## config.mk

```make
export PLATFORM = sky130hd
export DESIGN_NAME = multichannel_pwm_shift_out_unit
export DESIGN_NICKNAME = d
export VERILOG_FILES = /design/src/hw/rtl/pwmso_pkg.sv /design/src/hw/rtl/multichannel_pwm_shift_out_unit.sv /design/src/hw/rtl/pwmso_front.sv /design/src/hw/rtl/pwmso_queue.sv /design/src/hw/rtl/pwmso_back.sv
export SDC_FILE = /design/constraint.sdc
export NUM_CORES = 1
export LEC_CHECK = 0
export BUFFER_PORTS_ARGS = -buffer_cell sky130_fd_sc_hd__buf_2
export CAP_MARGIN = 20
export CORE_MARGIN = 2
export CORE_UTILIZATION = 60
export CTS_CLUSTER_DIAMETER = 60
export CTS_CLUSTER_SIZE = 24
export DETAILED_ROUTE_END_ITERATION = 12
export HOLD_SLACK_MARGIN = 0.12
export PLACE_DENSITY = 0.88
export SLEW_MARGIN = 5
export SYNTH_ARGS = -nofsm -noshare
export SYNTH_HDL_FRONTEND = slang
export SYNTH_SLANG_ARGS = --single-unit
```

## constraint.sdc

```tcl
create_clock -name clk -period 8.3 [get_ports clk]
set_clock_uncertainty 0.15 [all_clocks]
set_input_delay 1.245 -clock clk [delete_from_list [all_inputs] [get_ports clk]]
set_output_delay 1.245 -clock clk [all_outputs]
set_load 0.05 [all_outputs]
```

## src/hw/rtl/pwmso_pkg.sv

```systemverilog
// Shared types and constants for the multichannel PWM shift-out unit.
package pwmso_pkg;

    localparam int unsigned CHANNELS_DEF = 16;
    localparam int unsigned LEVELS_DEF   = 20;

    localparam int unsigned CH_FIELD_W   = 4;
    localparam int unsigned DUTY_W       = 8;
    localparam int unsigned TICK_W       = 16;

    localparam int unsigned QDEPTH       = 4;
    localparam int unsigned QPTR_W       = 2;

    localparam int unsigned APB_ADDR_W   = 3;
    localparam int unsigned APB_DATA_W   = 32;
    localparam int unsigned REG_IDX_W    = APB_ADDR_W - 2;
    localparam logic [REG_IDX_W-1:0] REG_FRAME_TICKS = '0;

    localparam logic [TICK_W-1:0] FRAME_TICKS_RST = 16'd1;

    localparam logic OP_SET_DUTY = 1'b0;
    localparam logic OP_TICK     = 1'b1;

    typedef enum logic {
        ENT_DUTY,
        ENT_FRAME
    } entry_kind_t;

    typedef struct packed {
        entry_kind_t             kind;
        logic [CH_FIELD_W-1:0]   channel;
        logic [DUTY_W-1:0]       duty;
    } entry_t;

    typedef enum logic {
        BK_IDLE,
        BK_EMIT
    } back_state_t;

endpackage

```

## src/hw/rtl/multichannel_pwm_shift_out_unit.sv

```systemverilog
// Multichannel PWM shift-out unit. Input beats are either duty writes (op 0) or one-millisecond
// ticks (op 1); every frame_ticks ticks a frame ends and the unit sends one output beat per
// channel, highest channel first, with latch set on channel 0, then steps the PWM level.
// Duty writes and ordinary ticks are taken whenever the four-entry queue has room.
// A frame-ending tick occupies the frame engine for a pickup step and then one duty-store read per
// channel, with a single shared comparator; output stalls hold the engine.
// The duty store reads as zero after reset. frame_ticks sits at byte address 0 of the APB port.
module multichannel_pwm_shift_out_unit #(
    parameter int unsigned CHANNELS = pwmso_pkg::CHANNELS_DEF,
    parameter int unsigned LEVELS   = pwmso_pkg::LEVELS_DEF
) (
    input  logic                                clk,
    input  logic                                rst_n,
    input  logic                                psel,
    input  logic                                penable,
    input  logic                                pwrite,
    input  logic [pwmso_pkg::APB_ADDR_W-1:0]    paddr,
    input  logic [pwmso_pkg::APB_DATA_W-1:0]    pwdata,
    output logic [pwmso_pkg::APB_DATA_W-1:0]    prdata,
    output logic                                pready,
    input  logic                                in_valid,
    output logic                                in_stall,
    input  logic                                op,
    input  logic [pwmso_pkg::CH_FIELD_W-1:0]    channel,
    input  logic [pwmso_pkg::DUTY_W-1:0]        duty,
    output logic                                out_valid,
    input  logic                                out_stall,
    output logic                                serial_bit,
    output logic [pwmso_pkg::CH_FIELD_W-1:0]    bit_channel,
    output logic                                latch
);
    import pwmso_pkg::*;

    logic [TICK_W-1:0] frame_ticks_reg;
    logic              reg_hit;
    logic              q_full;
    logic              q_push;
    logic              q_pop;
    logic              q_not_empty;
    entry_t            q_data;
    entry_t            q_head;

    assign pready  = 1'b1;
    assign reg_hit = (paddr[APB_ADDR_W-1:2] == REG_FRAME_TICKS);
    assign prdata  = reg_hit ? APB_DATA_W'(frame_ticks_reg) : '0;

    always_ff @(posedge clk or negedge rst_n)
    begin
        if (!rst_n)
        begin
            frame_ticks_reg <= FRAME_TICKS_RST;
        end
        else if (psel && penable && pwrite && reg_hit)
        begin
            frame_ticks_reg <= pwdata[TICK_W-1:0];
        end
    end

    pwmso_front #(
        .CHANNELS (CHANNELS)
    ) u_front (
        .clk         (clk),
        .rst_n       (rst_n),
        .in_valid    (in_valid),
        .in_stall    (in_stall),
        .op          (op),
        .channel     (channel),
        .duty        (duty),
        .frame_ticks (frame_ticks_reg),
        .q_full      (q_full),
        .q_push      (q_push),
        .q_data      (q_data)
    );

    pwmso_queue u_queue (
        .clk       (clk),
        .rst_n     (rst_n),
        .push      (q_push),
        .push_data (q_data),
        .pop       (q_pop),
        .full      (q_full),
        .not_empty (q_not_empty),
        .head      (q_head)
    );

    pwmso_back #(
        .CHANNELS (CHANNELS),
        .LEVELS   (LEVELS)
    ) u_back (
        .clk         (clk),
        .rst_n       (rst_n),
        .q_not_empty (q_not_empty),
        .q_head      (q_head),
        .q_pop       (q_pop),
        .out_valid   (out_valid),
        .out_stall   (out_stall),
        .serial_bit  (serial_bit),
        .bit_channel (bit_channel),
        .latch       (latch)
    );

endmodule

```

## src/hw/rtl/pwmso_front.sv

```systemverilog
// Front end: accepts input beats, counts ticks and queues duty writes and frame ends.
module pwmso_front #(
    parameter int unsigned CHANNELS = pwmso_pkg::CHANNELS_DEF
) (
    input  logic                                clk,
    input  logic                                rst_n,
    input  logic                                in_valid,
    output logic                                in_stall,
    input  logic                                op,
    input  logic [pwmso_pkg::CH_FIELD_W-1:0]    channel,
    input  logic [pwmso_pkg::DUTY_W-1:0]        duty,
    input  logic [pwmso_pkg::TICK_W-1:0]        frame_ticks,
    input  logic                                q_full,
    output logic                                q_push,
    output pwmso_pkg::entry_t                   q_data
);
    import pwmso_pkg::*;

    logic [TICK_W-1:0] tick_count_reg;
    logic [TICK_W-1:0] tick_count_next;
    logic [TICK_W-1:0] tick_inc;
    logic              accept;
    logic              frame_end;
    logic              chan_ok;

    assign in_stall  = q_full;
    assign accept    = in_valid && !q_full;
    assign tick_inc  = tick_count_reg + 1'b1;
    assign frame_end = (tick_inc >= frame_ticks);
    assign chan_ok   = (32'(channel) < CHANNELS);

    always_comb
    begin
        tick_count_next = tick_count_reg;
        q_push          = 1'b0;
        q_data.kind     = ENT_DUTY;
        q_data.channel  = channel;
        q_data.duty     = duty;
        if (accept)
        begin
            if (op == OP_TICK)
            begin
                q_data.kind = ENT_FRAME;
                if (frame_end)
                begin
                    tick_count_next = '0;
                    q_push          = 1'b1;
                end
                else
                begin
                    tick_count_next = tick_inc;
                end
            end
            else
            begin
                // drop writes to channels that do not exist
                q_push = chan_ok;
            end
        end
    end

    always_ff @(posedge clk or negedge rst_n)
    begin
        if (!rst_n)
        begin
            tick_count_reg <= '0;
        end
        else
        begin
            tick_count_reg <= tick_count_next;
        end
    end

endmodule

```

## src/hw/rtl/pwmso_queue.sv

```systemverilog
// Small FIFO between the front end and the frame engine.
module pwmso_queue (
    input  logic                clk,
    input  logic                rst_n,
    input  logic                push,
    input  pwmso_pkg::entry_t   push_data,
    input  logic                pop,
    output logic                full,
    output logic                not_empty,
    output pwmso_pkg::entry_t   head
);
    import pwmso_pkg::*;

    entry_t             slot_reg [QDEPTH];
    logic [QPTR_W-1:0]  wr_ptr_reg;
    logic [QPTR_W-1:0]  rd_ptr_reg;
    logic [QPTR_W:0]    count_reg;
    logic [QPTR_W:0]    count_next;

    assign full      = (count_reg == (QPTR_W+1)'(QDEPTH));
    assign not_empty = (count_reg != '0);
    assign head      = slot_reg[rd_ptr_reg];

    always_comb
    begin
        count_next = count_reg;
        if (push && !pop)
        begin
            count_next = count_reg + 1'b1;
        end
        else if (pop && !push)
        begin
            count_next = count_reg - 1'b1;
        end
    end

    always_ff @(posedge clk)
    begin
        if (push)
        begin
            slot_reg[wr_ptr_reg] <= push_data;
        end
    end

    always_ff @(posedge clk or negedge rst_n)
    begin
        if (!rst_n)
        begin
            wr_ptr_reg <= '0;
            rd_ptr_reg <= '0;
            count_reg  <= '0;
        end
        else
        begin
            if (push)
            begin
                wr_ptr_reg <= wr_ptr_reg + 1'b1;
            end
            if (pop)
            begin
                rd_ptr_reg <= rd_ptr_reg + 1'b1;
            end
            count_reg <= count_next;
        end
    end

endmodule

```

## src/hw/rtl/pwmso_back.sv

```systemverilog
// Frame engine: holds the duty store, applies writes and shifts out one bit per channel.
module pwmso_back #(
    parameter int unsigned CHANNELS = pwmso_pkg::CHANNELS_DEF,
    parameter int unsigned LEVELS   = pwmso_pkg::LEVELS_DEF
) (
    input  logic                                clk,
    input  logic                                rst_n,
    input  logic                                q_not_empty,
    input  pwmso_pkg::entry_t                   q_head,
    output logic                                q_pop,
    output logic                                out_valid,
    input  logic                                out_stall,
    output logic                                serial_bit,
    output logic [pwmso_pkg::CH_FIELD_W-1:0]    bit_channel,
    output logic                                latch
);
    import pwmso_pkg::*;

    localparam int unsigned CH_W = (CHANNELS > 1) ? $clog2(CHANNELS) : 1;
    localparam int unsigned LV_W = $clog2(LEVELS);

    logic [DUTY_W-1:0]  thr_tab [LEVELS];

    genvar g;
    generate
        for (g = 0; g < LEVELS; g++)
        begin : g_thr
            localparam int unsigned TH = (g * 255) / (LEVELS - 1);
            assign thr_tab[g] = TH[DUTY_W-1:0];
        end
    endgenerate

    logic [DUTY_W-1:0]  duty_mem [CHANNELS];
    logic [CHANNELS-1:0] written_reg;

    back_state_t        state_reg, state_next;
    logic [CH_W-1:0]    cnt_reg, cnt_next;
    logic [LV_W-1:0]    level_reg, level_next;
    logic [DUTY_W-1:0]  thr_reg, thr_next;

    logic               rd_vld_reg, rd_vld_next;
    logic [CH_W-1:0]    rd_ch_reg;
    logic [DUTY_W-1:0]  rd_thr_reg;
    logic [DUTY_W-1:0]  rd_duty_reg;
    logic               rd_written_reg;

    logic               out_vld_reg;
    logic               out_bit_reg;
    logic [CH_FIELD_W-1:0] out_ch_reg;
    logic               out_latch_reg;

    logic               out_free;
    logic               rd_adv;
    logic               issue;
    logic               duty_wr;
    logic [CH_W-1:0]    wr_addr;
    logic [DUTY_W-1:0]  rd_duty_eff;

    assign out_valid   = out_vld_reg;
    assign serial_bit  = out_bit_reg;
    assign bit_channel = out_ch_reg;
    assign latch       = out_latch_reg;

    assign out_free    = !out_vld_reg || !out_stall;
    assign rd_adv      = rd_vld_reg && out_free;
    assign wr_addr     = CH_W'(q_head.channel);
    assign rd_duty_eff = rd_written_reg ? rd_duty_reg : '0;

    always_comb
    begin
        state_next  = state_reg;
        cnt_next    = cnt_reg;
        level_next  = level_reg;
        thr_next    = thr_reg;
        q_pop       = 1'b0;
        duty_wr     = 1'b0;
        issue       = 1'b0;
        unique case (state_reg)
            BK_IDLE:
            begin
                if (q_not_empty)
                begin
                    q_pop = 1'b1;
                    if (q_head.kind == ENT_DUTY)
                    begin
                        duty_wr = 1'b1;
                    end
                    else
                    begin
                        state_next = BK_EMIT;
                        cnt_next   = CH_W'(CHANNELS - 1);
                        thr_next   = thr_tab[level_reg];
                        level_next = (level_reg == LV_W'(LEVELS - 1)) ? '0
                                                                       : level_reg + 1'b1;
                    end
                end
            end
            BK_EMIT:
            begin
                // read the next channel once the read stage can move on
                if (!rd_vld_reg || rd_adv)
                begin
                    issue = 1'b1;
                    if (cnt_reg == '0)
                    begin
                        state_next = BK_IDLE;
                    end
                    else
                    begin
                        cnt_next = cnt_reg - 1'b1;
                    end
                end
            end
            default:
            begin
                state_next = BK_IDLE;
            end
        endcase
        rd_vld_next = issue ? 1'b1 : (rd_adv ? 1'b0 : rd_vld_reg);
    end

    always_ff @(posedge clk)
    begin
        if (duty_wr)
        begin
            duty_mem[wr_addr] <= q_head.duty;
        end
        if (issue)
        begin
            rd_duty_reg <= duty_mem[cnt_reg];
        end
    end

    always_ff @(posedge clk)
    begin
        if (issue)
        begin
            rd_ch_reg      <= cnt_reg;
            rd_thr_reg     <= thr_reg;
            rd_written_reg <= written_reg[cnt_reg];
        end
        if (rd_adv)
        begin
            out_bit_reg   <= (rd_duty_eff >= rd_thr_reg);
            out_ch_reg    <= CH_FIELD_W'(rd_ch_reg);
            out_latch_reg <= (rd_ch_reg == '0);
        end
        thr_reg <= thr_next;
    end

    always_ff @(posedge clk or negedge rst_n)
    begin
        if (!rst_n)
        begin
            state_reg   <= BK_IDLE;
            cnt_reg     <= '0;
            level_reg   <= '0;
            written_reg <= '0;
            rd_vld_reg  <= 1'b0;
            out_vld_reg <= 1'b0;
        end
        else
        begin
            state_reg  <= state_next;
            cnt_reg    <= cnt_next;
            level_reg  <= level_next;
            rd_vld_reg <= rd_vld_next;
            if (duty_wr)
            begin
                written_reg[wr_addr] <= 1'b1;
            end
            if (rd_adv)
            begin
                out_vld_reg <= 1'b1;
            end
            else if (!out_stall)
            begin
                out_vld_reg <= 1'b0;
            end
        end
    end

endmodule

```

==> results by group, run 1 <==
STA
  • Hold WS: between 0.2 and 0.3 ns
  • RSZ-0062 raised after global routing: false
  • Final Max Slew Viols: 0
  • Final setup fails: 0
  • Final hold viol count: 0
  • Fin Setup TNS: 0 ns
  • Max frequency: approximately 210 MHz
  • Period utilization: 57.4%
  • PnR worst setup slack: 3.53 ns
  • Final worst path period need: ~4.8 ns
  • Worst slew margin: between 20% and 30%
  • Worst Tran Pin Value: ~1.1 ns

Yosys
  • Post-synth top area share: 52.5%
  • Sequential area share after synthesis: between 60% and 70%
  • Yosys reg bits: 282
  • Most frequent cell after synthesis: edfxtp_1
  • Synth unique cells: a little over 60
  • Yosys warnings: 0
  • Asr flop ratio synth: 23.8%
  • Synth area leader: edfxtp_1
  • Synth cell count leaders: edfxtp_1, dfrtp_1, nor2_1
  • Syn Inst Count: roughly 840
  • Synthesized cell area: approximately 0.012 mm²
  • Synth Area per Inst: 14.7 µm²
  • Predominant post-synthesis flop cell: edfxtp_1
  • Synth area leaders: edfxtp_1, dfrtp_1, mux4_2, ha_1, mux2i_1
  • EDFF count, synth: about 220

Layout
  • Area of the multi-input gates: 0.00380 mm²
  • Diodes inserted: 0
  • Nets: 981
  • Fillcell total: 1348
  • Area grow syn2layout: 7.95%
  • Layout cell share with drive strength beyond 1: between 15 and 20%
  • Reg area: between 0.008 and 0.009 mm²
  • Number of flip-flops under the largest register name: between 100 and 150

Routing
  • Via Count: 7018
  • Routed Antenna Nets: 0
  • WL per Instance: roughly 20 µm
  • Drt total wl: roughly 23000 µm
  • DRC viols: 0
  • Drt first pass iters: 5
  • Vias per cell: 6.02
  • Initial DRC count: 594

Clock tree
  • Clk Latency, worst-skew pair: 0.49 ns
  • CTS tree: done
  • Clock Sinks: 282
  • Post-CTS resize count: 0
  • Setup bufs post-CTS: 0
  • CTS buffer count: 17
  • # hold bufs at CTS: 0
  • Root buf cell: clkbuf_16
  • Clock Tree Buf Depth: 3
  • Clock-pin transition on the worst setup and hold timing paths: 0.09 ns
  • H-Tree Depth: 1

Global route
  • Initial antenna violation count: 0
  • Pin count of the biggest net entering global routing: just under 70
  • Vias in the first global route: 7066
  • GR Util All Layers: between 20 and 25%
  • First-pass GRT wire length: ~38000 µm
  • Grt ovf: 0

Power and ir drop
  • Clock power share: between 20% and 30%
  • P_int: approximately 2.8 mW
  • P per Cell Area: around 310 mW/mm²
  • Sequential power share: 49.8%
  • Part of the power in combinational logic: 29.8%
  • Largest vdd supply drop: around 250 µV
  • Net switching power: 1.42 mW
  • Total Power: about 4.2 mW
  • Switch share: 34.0%
  • LEAKAGE: between 5 and 6 nW

Die
  • Row count: 52
  • Ports: 96
  • Die W: ~150 µm
  • Total core area: approximately 0.02 mm²
  • Die H: approximately 150 µm
  • Initial core utilization: about three fifths
  • Die Area: 0.0217 mm²

Run status
  • Result of the run: complete, no violations

Setup path
  • Critical path type: reg2reg
  • CP max stage cell: or4_1
  • CP top delay family: simple AND/OR/NAND/NOR gates
  • Critical Path Max Stage Delay: ~0.55 ns
  • Critical Path RT: ~8.6 ns
  • Critical path arrival: ~5.0 ns
  • CP Buf/Inv Count: 1
  • Critical-path cell list: ha_1, nand3_1, or2_1, nor2_1, nand3_1, xnor2_1, ha_1, nand4_1, or4_1, o31a_1, a21boi_2, ha_1, inv_1, fa_1, xor2_1, nor2_1, xor2_1
  • Crit path top cell by count: ha_1
  • Worst-path maximum fanout: 8
  • Crit path launch type: register
  • CP endpoint kind: register

Hold path
  • Min-delay worst type: reg2reg

Place
  • Port buffer count: 60
  • Pre-CTS setup slack: between 3 and 4 ns
  • DP HPWL: about 15000 µm
  • GP Congestion: about 0.83

Run
  • Max cap viols: 0
[final timing paths]
path / start / endpoint / slack [ns] / cells after the start
max: u_front.tick_count_reg[0]$_DFFE_PN0P_ / u_queue.count_reg[2]$_DFFE_PN0P_ / 3.53 / 17
min: u_back.thr_reg[7]$_SDFFCE_PP1P_ / u_back.rd_thr_reg[7]$_DFFE_PP_ / 0.27 / 0
max reg2reg: u_front.tick_count_reg[0]$_DFFE_PN0P_ / u_queue.count_reg[2]$_DFFE_PN0P_ / 3.53 / 17
min reg2reg: u_back.thr_reg[7]$_SDFFCE_PP1P_ / u_back.rd_thr_reg[7]$_DFFE_PP_ / 0.27 / 0
max in group asynchronous: rst_n / u_back.cnt_reg[0]$_DFFE_PN0P_ / 6.61 / 2
min in group asynchronous: rst_n / u_front.tick_count_reg[0]$_DFFE_PN0P_ / 0.79 / 2
[stage by stage]
step / area [µm²] / utilization [%] / std cells
after global routing: 13300 / 65.9 / 1166
after CTS: 13300 / 65.8 / 1165
final: 13300 / 65.9 / 1166
after floorplan: 12400 / - / 851
after detailed placement: 12800 / 63.3 / 1136
after global placement: 12800 / 63.3 / 1136
[per-layer routing]
| metal | routed length [µm] | vias to the layer above | track usage, % | part of all wire, % |
|---|---|---|---|---|
| met2 | 12200 | 297 | 38.3 | 52 |
| met1 | 9210 | 3501 | 29.8 | 40 |
| met5 | 0 | - | 0 | 0 |
| li1 | - | 3182 | - | - |
| met3 | 1270 | 38 | 2.64 | 5.4 |
| met4 | 643 | 0 | 7.45 | 2.8 |
[cells in the final DEF, fill, tap and decap left out, types with 7 or more instances in the layout]
master | netlist | routed
clkbuf_16 | 0 | 17
and3_1 | 7 | 7
conb_1 | 2 | 17
nand2_1 | 44 | 44
and2_1 | 14 | 14
ha_1 | 39 | 39
nor3_1 | 9 | 9
a221oi_1 | 9 | 9
nand3_1 | 13 | 13
a21oi_1 | 30 | 30
xor2_1 | 9 | 9
buf_2 | 6 | 60
a22oi_1 | 10 | 10
a21o_1 | 7 | 7
mux2i_1 | 37 | 37
nor2_1 | 58 | 58
mux2_2 | 18 | 18
o21ai_0 | 31 | 31
or2_2 | 13 | 13
edfxtp_1 | 215 | 215
xnor2_1 | 13 | 13
mux4_2 | 29 | 29
dfrtp_1 | 66 | 65
inv_1 | 38 | 38
[area by class of cell]
cell class | instances | share of cell area (%)
Timing Repair Buffer | 66 | 2.63
Sequential cell | 282 | 61.2
Multi-Input combinational cell | 479 | 28.6
Inverter | 40 | 1.13
Clock buffer | 23 | 3.37
Clock inverter | 6 | 0.452
Tap cell | 270 | 2.54
[power groups by stage]
| stage | clock network [mW] | registers [mW] | logic [mW] |
|---|---|---|---|
| final | 0.850 | 2.08 | 1.24 |
| after floorplan | 0 | 2.00 | 0.986 |
| after CTS | 0.860 | 2.08 | 1.24 |
| after detailed placement | 0 | 2.12 | 1.23 |
| after global placement | 0 | 2.10 | 1.17 |
| after global routing | 0.912 | 2.12 | 1.36 |
[logic make-up after synthesis]
family,Yosys count,share of synthesized area [%]
flip-flops,282,66.1
AND/OR/NAND/NOR,197,7.93
AO/OA/AOI/OAI,116,6.16
buffers and inverters,90,3.45
multiplexers,87,10.6
adder cells (fa/ha/maj),40,4.13
XOR/XNOR,22,1.57
other,2,0.0610
Power figures use the tool's default switching activity.
==> inputs of run 2 (changes only) <==
--- a/config.mk
+++ b/config.mk
@@ -5,15 +5,16 @@
 export SDC_FILE = /design/constraint.sdc
 export NUM_CORES = 1
 export LEC_CHECK = 0
+export ABC_AREA = 1
 export BUFFER_PORTS_ARGS = -buffer_cell sky130_fd_sc_hd__buf_2
 export CAP_MARGIN = 20
 export CORE_MARGIN = 2
-export CORE_UTILIZATION = 60
+export CORE_UTILIZATION = 54
 export CTS_CLUSTER_DIAMETER = 60
 export CTS_CLUSTER_SIZE = 24
 export DETAILED_ROUTE_END_ITERATION = 12
 export HOLD_SLACK_MARGIN = 0.12
-export PLACE_DENSITY = 0.88
+export PLACE_DENSITY = 0.84
 export SLEW_MARGIN = 5
 export SYNTH_ARGS = -nofsm -noshare
 export SYNTH_HDL_FRONTEND = slang
==> constraint.sdc (replaced) <==
create_clock -name clk -period 3.85 [get_ports clk]
set_clock_uncertainty 0.15 [all_clocks]
set_input_delay 0.5775 -clock clk [delete_from_list [all_inputs] [get_ports clk]]
set_output_delay 0.5775 -clock clk [all_outputs]
set_load 0.05 [all_outputs]
==> run 2 against run 1 <==
  * Clock power is 150% higher
  * Cell area grew 6.0%
  * Area after synthesis increased by 4.1%
  * Setup slack worse by 3.2 ns
  * Power increased by 140%
  * Sequential power is 120% higher
  * Highest routed layer unchanged
==> results by group, run 2 <==
Run status
  • Result of the run: complete, no violations

Layout
  • Fillcell total: ~1800
  • Area grow syn2layout: 9.95%
  • Layout Cells excl Fill: ~1600
  • Layout cell share with drive strength beyond 1: 12.0%
  • Most frequent cells in the layout: nand2_1, edfxtp_1, inv_1
  • Cell area after layout: 0.0141 mm²
  • Diodes inserted: 0
  • Final core occ: 60.2%
  • Nets: 1366
  • Most common cell after layout, fill and taps aside: nand2_1
  • Number of flip-flops under the largest register name: 128

Routing
  • Drt total wl: about 26000 µm
  • DRC viols: 0
  • Vias per cell: approximately 5.4
  • Routed Antenna Nets: 0
  • WL per Instance: roughly 16 µm
  • Drt first pass iters: 5
  • Via Count: approximately 8600
  • Initial DRC count: 963

Clock tree
  • Clock-pin transition on the worst setup and hold timing paths: about 0.090 ns
  • Root buf cell: clkbuf_16
  • Clock Sinks: between 200 and 300
  • CTS tree: done
  • Clk Latency, worst-skew pair: 0.53 ns
  • Setup bufs post-CTS: 0
  • H-Tree Depth: 1
  • CTS buffer count: 19
  • Clock Tree Buf Depth: 3

Yosys
  • Synth Area per Inst: about 11 µm²
  • Synthesized cell area: 0.0128 mm²
  • Synth area leader: edfxtp_1
  • Post-synth top area share: between 50% and 60%
  • Predominant post-synthesis flop cell: edfxtp_1
  • Synth area leaders: edfxtp_1, dfrtp_1, nand2_1, inv_1, ha_1
  • Synth unique cells: 41
  • Yosys warnings: 0
  • Synth cell count leaders: nand2_1, edfxtp_1, inv_1
  • Syn Inst Count: ~1200
  • Asr flop ratio synth: a little under a quarter
  • Yosys reg bits: 282
  • EDFF count, synth: between 200 and 250
  • Sequential area share after synthesis: between 60% and 70%
  • Most frequent cell after synthesis: nand2_1

STA
  • Fin Setup TNS: 0 ns
  • Max frequency: 288 MHz
  • Final Max Slew Viols: 0
  • Worst Tran Pin Value: 0.968 ns
  • Worst slew margin: 35.5%
  • RSZ-0062 raised after global routing: false
  • Final worst path period need: between 3 and 4 ns
  • Hold WS: approximately 0.13 ns
  • PnR worst setup slack: 0.381 ns
  • Period utilization: 90.1%
  • Final hold viol count: 0
  • Final setup fails: 0

Place
  • Inst Count DP: approximately 1600
  • Area after DPL: roughly 0.013 mm²
  • Pre-CTS setup slack: roughly 0.32 ns
  • Port buffer count: 60
  • DP HPWL: 17000 µm
  • GP Congestion: 0.864

Power and ir drop
  • P per Cell Area: ~710 mW/mm²
  • LEAKAGE: about 6 nW
  • Largest vdd supply drop: 500 µV
  • Total Power: approximately 10 mW

Setup path
  • Worst-path maximum fanout: 6
  • CP top delay family: adder cells
  • R2R Setup Slk: 0.38 ns
  • R2R Path Start: u_front.tick_count_reg[0]$_DFFE_PN0P_
  • CP max stage cell: dfrtp_2
  • Critical path arrival: approximately 3.7 ns
  • Crit path top cell by count: nand2_1
  • Critical Path RT: around 4.1 ns
  • Critical Path Sink: u_queue.count_reg[2]$_DFFE_PN0P_
  • Crit path launch type: register
  • Worst Setup SP: u_front.tick_count_reg[0]$_DFFE_PN0P_
  • R2r endpoint: u_queue.count_reg[2]$_DFFE_PN0P_
  • CP Buf/Inv Count: 3
  • CP endpoint kind: register
  • Critical Path Max Stage Delay: 0.42 ns
  • Critical-path cell list: ha_1, nand3_1, nor2_1, nand2_1, xnor2_1, ha_1, nand2_1, inv_1, nand2_1, nor2_1, nor2_1, nand2_1, nand2_1, nand2_1, nand2_1, inv_1, ha_1, inv_1, fa_1, a21oi_1, o21ai_0, xor2_1
  • Critical path type: reg2reg
  • CP Depth: 22
  • Worst-case reg-to-reg path depth: 22

Global route
  • GR Util All Layers: a little over a fifth
  • First-pass GRT wire length: a little over 40000 µm
  • Pin count of the biggest net entering global routing: 55
  • Initial antenna violation count: 0
  • Vias in the first global route: 8396
  • Grt ovf: 0

Run
  • Max cap viols: 0

Die
  • Row count: 56
  • Total core area: approximately 0.023 mm²
  • Die W: around 160 µm
  • Initial core utilization: between 50% and 60%
  • Ports: between 90 and 100
  • Die Area: ~0.025 mm²
  • Die H: around 160 µm

Hold path
  • Min-delay worst type: in2reg
==> run 2: worst min path at each step <==
stage | start | endpoint | slack, ns | depth (start not counted)
detailed placement | u_back.thr_reg[7]$_SDFFCE_PP1P_ | u_back.rd_thr_reg[7]$_DFFE_PP_ | 0.26 | 0
global placement | u_back.thr_reg[7]$_SDFFCE_PP1P_ | u_back.rd_thr_reg[7]$_DFFE_PP_ | 0.25 | 0
floorplan | rst_n | frame_ticks_reg[10]$_DFFE_PN0P_ | 0.13 | 0
CTS | channel[1] | u_queue.slot_reg[0][9]$_DFFE_PP_ | 0.12 | 1
finish | channel[1] | u_queue.slot_reg[2][9]$_DFFE_PP_ | 0.13 | 1
global route | channel[2] | u_queue.slot_reg[1][10]$_DFFE_PP_ | 0.13 | 1
==> run 2: final cells by class <==
type | instances | area, µm² | share of cell area, %
Clock buffer | 21 | 493 | 3.50
Tap cell | 319 | 399 | 2.83
Inverter | 152 | 576 | 4.09
Multi-Input combinational cell | 724 | 3780 | 26.8
Clock inverter | 13 | 134 | 0.950
Timing Repair Buffer | 92 | 568 | 4.03
Sequential cell | 282 | 8140 | 57.8
==> run 2: cell families (layout without fill, tap and decap cells) <==
kind of cell	after synthesis	in the layout	share of synthesized area, %
other cells	2	17	0.0586
compound gates	181	181	8.43
buf+inv	217	278	7.48
fa+ha+maj	40	40	3.96
xor+xnor	13	13	0.889
simple gates	473	473	15.7
flops	282	282	63.5
==> run 2: report_power, final <==
part,leakage [nW],total [mW],internal (mW),switching [mW]
combinational,2.99,3.41,0.996,2.42
sequential,2.78,4.52,4.14,0.379
clock,0.311,2.09,0.991,1.10
total,6.08,10.0,6.13,3.89
==> run 2: layer usage <==
metal	vias up	global-route usage [%]	part of all wire [%]
li1	4170	-	-
met1	4091	27.4	41
met2	321	36.0	50
met3	50	3.01	6.6
met4	0	6.39	2.0
met5	-	0	0
==> run 2: repair_timing <==
| item | CTS | global route |
|---|---|---|
| hold buffers | 7 | 1 |
| setup endpoints to repair | 0 | 2 |
| endpoints found under the hold margin | 56 | 4 |
| gates resized for setup | 0 | 5 |
